## src/rtl/core/dob_ram.sv

```systemverilog
// Generic single-write, single-read RAM with registered read data.
// No dependencies.
module dob_ram #(
  parameter int WIDTH = 64,
  parameter int DEPTH = 16
) (
  input  logic                                   clk,
  input  logic                                   we,
  input  logic [(DEPTH > 1 ? $clog2(DEPTH) : 1)-1:0] waddr,
  input  logic [WIDTH-1:0]                       wdata,
  input  logic [(DEPTH > 1 ? $clog2(DEPTH) : 1)-1:0] raddr,
  output logic [WIDTH-1:0]                       rdata
);

  logic [WIDTH-1:0] mem [DEPTH];

  always_ff @(posedge clk) begin
    if (we) begin
      mem[waddr] <= wdata;
    end
    rdata <= mem[raddr];
  end

endmodule

```

## config.mk

```make
export PLATFORM = sky130hd
export DESIGN_NAME = dob_ram
export DESIGN_NICKNAME = d
export VERILOG_FILES = /design/src/rtl/core/dob_ram.sv
export SDC_FILE = /design/constraint.sdc
export NUM_CORES = 1
export LEC_CHECK = 0
export BUFFER_PORTS_ARGS = -buffer_cell sky130_fd_sc_hd__buf_2
export CAP_MARGIN = 10
export CELL_PAD_IN_SITES_DETAIL_PLACEMENT = 1
export CELL_PAD_IN_SITES_GLOBAL_PLACEMENT = 1
export CORE_MARGIN = 1.5
export CORE_UTILIZATION = 45
export CTS_BUF_LIST = sky130_fd_sc_hd__clkbuf_4
export CTS_CLUSTER_DIAMETER = 40
export DETAILED_ROUTE_END_ITERATION = 6
export MAX_ROUTING_LAYER = met4
export PLACE_DENSITY = 0.66
export SYNTH_ARGS = -nofsm -noshare
export SYNTH_HDL_FRONTEND = slang
export SYNTH_SLANG_ARGS = --single-unit
```

## constraint.sdc

```tcl
create_clock -name clk -period 12.4 [get_ports clk]
set_clock_uncertainty 0.05 [all_clocks]
set_input_delay 0 -clock clk [delete_from_list [all_inputs] [get_ports clk]]
set_output_delay 0 -clock clk [all_outputs]
set_load 0.01 [all_outputs]
```

After elaboration in Yosys (flattened, before gate mapping)
Memory sizes are Yosys's and may differ from the RTL's. A register that Yosys moved wholly into a read port is not among the register bits.
Cells that the tools add are included.
{"block": "totals", "register_bits": 0, "latchBits": 0, "mem_bits_rw": 1024, "mem_bits_ro": 0, "inputBits": 74, "out_inout_bits": 64, "mem_count": 1}
{"block": "op_classes", "add_sub_neg": 0, "mul": 0, "div_mod_pow": 0, "order_cmp": 0, "n_eq_ne": 0, "n_shift": 0, "n_mux": 2, "bitwise_logic": 0, "reduce_logical": 0}
{"name": "mem", "depth": 16, "width": 64, "read_ports": 1, "rd_clocked_by_memory_dff": 1, "wr": 1, "line": "15", "rtl": "logic [WIDTH-1:0] mem [DEPTH];"}
{"op": "$mux W1", "count": 2}

Depth between registers and ports, before layout
{"block": "logic_depth", "ltp_word": 2, "mapped_depth": 6}

Worst setup path after synthesis
OpenSTA, ideal clock, no wires.
{"block": "synth_path", "path_kind": "input to register", "startpoint": "input waddr[2] (netlist name)", "endpoint": "memory mem[0][0] (enable)", "setup_time_ns": 0.565, "arrival_time_ns": 4.863, "t_required_ns": 11.785, "path_slack_ns": 6.921, "cell_stages": 2, "path_buffers": 0, "cell_sequence": "or3b_2 > nor3_1"}
{"item": "start, declared", "line": "9", "rtl": "input logic [(DEPTH > 1 ? $clog2(DEPTH) : 1)-1:0] waddr,"}
{"item": "end, declared", "line": "15"}
No word-level cell before the write port.

==> summary.md <==
| Metric | Value |
|---|---|
| X dimension of the die | ~300 um |
| Slew Viols, Final | 0 |
| Part of the power in combinational logic | 0.051 |
| Worst hold margin | around 0.16 ns |
| Leakage power summed over all cells | between 15 and 20 nW |
| Final hold violations | 0 |
| Area of the die | 89700 um^2 |
| Number of gates resized after cts | 0 |
| Power per unit of standard cell area | 164 nW/um^2 |
| Number of placement rows | 108 |
| Sum of net half-perimeters after detailed placement | approximately 45000 um |
| Net total in the final layout | 2257 |
| Clock-pin slew reported for the worst setup and hold paths after clock tree synthesis | about 0.070 ns |
| Detail-routed net length per standard cell | ~27 um |
| Total global routing track utilization | 0.224 |
| Number of antenna violations at the first check in global routing | 6 |
| Floorplan core area | 87000 um^2 |
| Maximum operating frequency | 244 MHz |
| Unrepaired setup endpoints after global routing | no |
| Final non-filler cell area | ~47000 um^2 |
| Required time at the worst-slack endpoint | 13.30 ns |
| Power Internal | about 6 mW |
| Initial standard-cell utilization of the core | 0.455 |
| Share of post-route cells with drive strength above 1 | 0.379 |
| Max-capacitance violation count | 0 |
| Vias in the first global route | approximately 22000 |
| Pin count of the biggest net entering global routing | 82 |
| TritonCTS clock tree | yes |
| TritonCTS buffer count | around 300 |
| Number of filler cells placed in the layout | 7815 |
| Clock period minus worst slack | 4.10 ns |
| PnR Total Power | between 7 and 8 mW |
| Synth Area per Inst | 24.0 um^2 |
| Clock network fraction of total power | 0.409 |
| Remaining Overflow, GRT | 0 |
| Maximum clock path buffer count | 4 |
| Total cell area at the placement stage | between 40000 and 50000 um^2 |
| Count of boundary I/O pins | ~140 |
| Max-slew headroom | 0.231 |
| Type of the worst setup path | in2reg |
| Die extent in y | about 300 um |
| Number of flip-flops and latches in the synthesized netlist | around 1100 |
| Synthesized netlist cell count | 1647 |
| Finish-stage setup viols | 0 |
| Sequential-to-total area share from yosys stat | 0.809 |
| Routability-driven placement congestion ratio | ~0.7 |
| Outcome | completed |
| Worst IR Drop VDD | between 0.08 and 0.09 mV |
| Clock root buffer | clkbuf_4 |
| Average vias per placed instance | around 5.5 |
| Pre-Repair DR Iteration Count | 7 |
| Launching element type of the critical path | input port |
| Fin crit share | 0.331 |
| Post-route setup TNS | 0 ns |
| Count of port buffers added during placement | approximately 140 |
| Count of antenna-violating nets left after detailed routing | 0 |
| Total Routed Length | 94400 um |
| Net Sw Frac | 0.218 |
| Post CTS Setup Buffer Count | 0 |
| Number of nets produced by synthesis | ~1700 |
| Number of levels in the clock H-tree | 5 |
| Area growth from synthesis to layout | 18.5% |
| Sinks on Clock Net | approximately 1100 |
| Ys Warns | 0 |
| Endpoint type of the worst setup path | flip-flop |
| First-pass GRT wire length | 141000 um |
| Pin slew with the least headroom to its limit | 1.15 ns |
| Post-synth cell types | 18 |
| Post-CTS Hold Buffers | roughly 150 |
| Clk_lat worst skew | between 1 and 1.5 ns |
| Critical path arrival | about 5.0 ns |
| Portion of total power attributed to sequential cells | 0.540 |
| Peak fanout along the critical path | 52 |
| Via count of the routed design | 19639 |
| Remaining routing DRC violations | 0 |
| Final cell utilization of the core | 0.539 |
| Post-synthesis instance area | around 40000 um^2 |
| Net Switching | approximately 1.7 mW |
| Starting DRT DRC Count | 1616 |
| Path type of the worst min-delay path | in2reg |
[cells by family after synthesis]
family          synth area share
buf+inv                   0.0114
flops                      0.809
mux                        0.146
simple gates             0.00942
compound gates            0.0243
[cell type report]
class                           instances  area [um^2]  area share
Antenna cell                            6         15.0    0.000320
Clock buffer                          440         3300      0.0704
Clock inverter                         66          397     0.00846
Multi-Input combinational cell        475         7230       0.154
Sequential cell                      1088        32000       0.683
Tap cell                             1155         1450      0.0308
Timing Repair Buffer                  322         2470      0.0526
[through the flow]
step / worst slack [ns] / cells
floorplan: 6.92 / 1647
global placement: 7.99 / 2891
detailed placement: 7.94 / 2891
CTS: 8.25 / 3546
global route: 7.82 / 3551
finish: 8.30 / 3552
[cell usage in the layout, fill, tap and decap left out]
| cell | netlist | final |
|---|---|---|
| edfxtp_1 | 1024 | 1024 |
| clkbuf_4 | 0 | 440 |
| mux4_2 | 256 | 256 |
| dlygate4sd3_1 | 0 | 149 |
| buf_2 | 13 | 135 |
| a22oi_1 | 128 | 128 |
| nand2_1 | 65 | 65 |
| dfxtp_1 | 64 | 64 |
| clkinv_1 | 0 | 50 |
| buf_4 | 6 | 36 |
| nor2_4 | 0 | 13 |
| diode_2 | 0 | 6 |
| clkinv_2 | 0 | 6 |
| bufinv_16 | 0 | 5 |
| nor3_2 | 0 | 4 |
| inv_2 | 0 | 3 |
| nor2b_4 | 0 | 2 |
| nand3b_1 | 2 | 2 |
| nand2b_1 | 2 | 2 |
| clkinv_4 | 0 | 2 |
| buf_8 | 0 | 2 |
| and2_4 | 0 | 1 |
| nand3_1 | 1 | 1 |
| or3b_2 | 1 | 1 |
[sequential cells by signal (all words and copies together) (netlist names)]
name / flops
mem: 1024
rdata: 64
[metal layers]
metal  track usage  vias up  routed length [um]
li1              -     8315                   -
met1         0.290    10494               39500
met2         0.359      714               47600
met3        0.0519      116                6110
met4        0.0592        0                1210
met5             -        -                   0
[power by group through the flow]
stage / logic [mW] / clock network, mW / registers [mW]
after floorplan: 0.196 / 0 / 4.22
after global placement: 0.351 / 0 / 4.22
after detailed placement: 0.360 / 0 / 4.22
after CTS: 0.401 / 3.23 / 4.14
after global routing: 0.426 / 3.41 / 4.15
final: 0.394 / 3.14 / 4.14
[final timing paths]
path | cells after the start | startpoint | slack (ns) | to
setup / recovery | 9 | raddr[0] | 8.30 | rdata[28]$_DFF_P_
hold / removal | 4 | waddr[1] | 0.16 | mem[0][7]$_DFFE_PP_
setup reg to reg | 5 | mem[2][26]$_DFFE_PP_ | 10.03 | rdata[26]$_DFF_P_
hold reg to reg | 3 | mem[12][49]$_DFFE_PP_ | 0.56 | rdata[49]$_DFF_P_
[critical path, stage by stage]
cell and delay [ns]:
dlygate4sd3_1 0.56, buf_8 0.49, buf_4 0.75, buf_4 0.87, buf_4 0.79, mux4_2 0.59
a22oi_1 0.20, nand2_1 0.08, dlygate4sd3_1 0.55
[synth_stat cells, drive strengths merged]
master | n | area, um^2
nand3b | 2 | 15.0
and2 | 1 | 6.26
buf | 48 | 317
a22oi | 128 | 961
dfxtp | 64 | 1280
or3b | 1 | 8.76
mux4 | 256 | 5770
edfxtp | 1024 | 30700
nand2 | 65 | 244
nor2b | 2 | 12.5
nand3 | 1 | 5.00
nor2 | 13 | 48.8
nand2b | 2 | 12.5
clkbuf | 36 | 135
nor3 | 4 | 20.0
(Power assumes the default switching activity.)
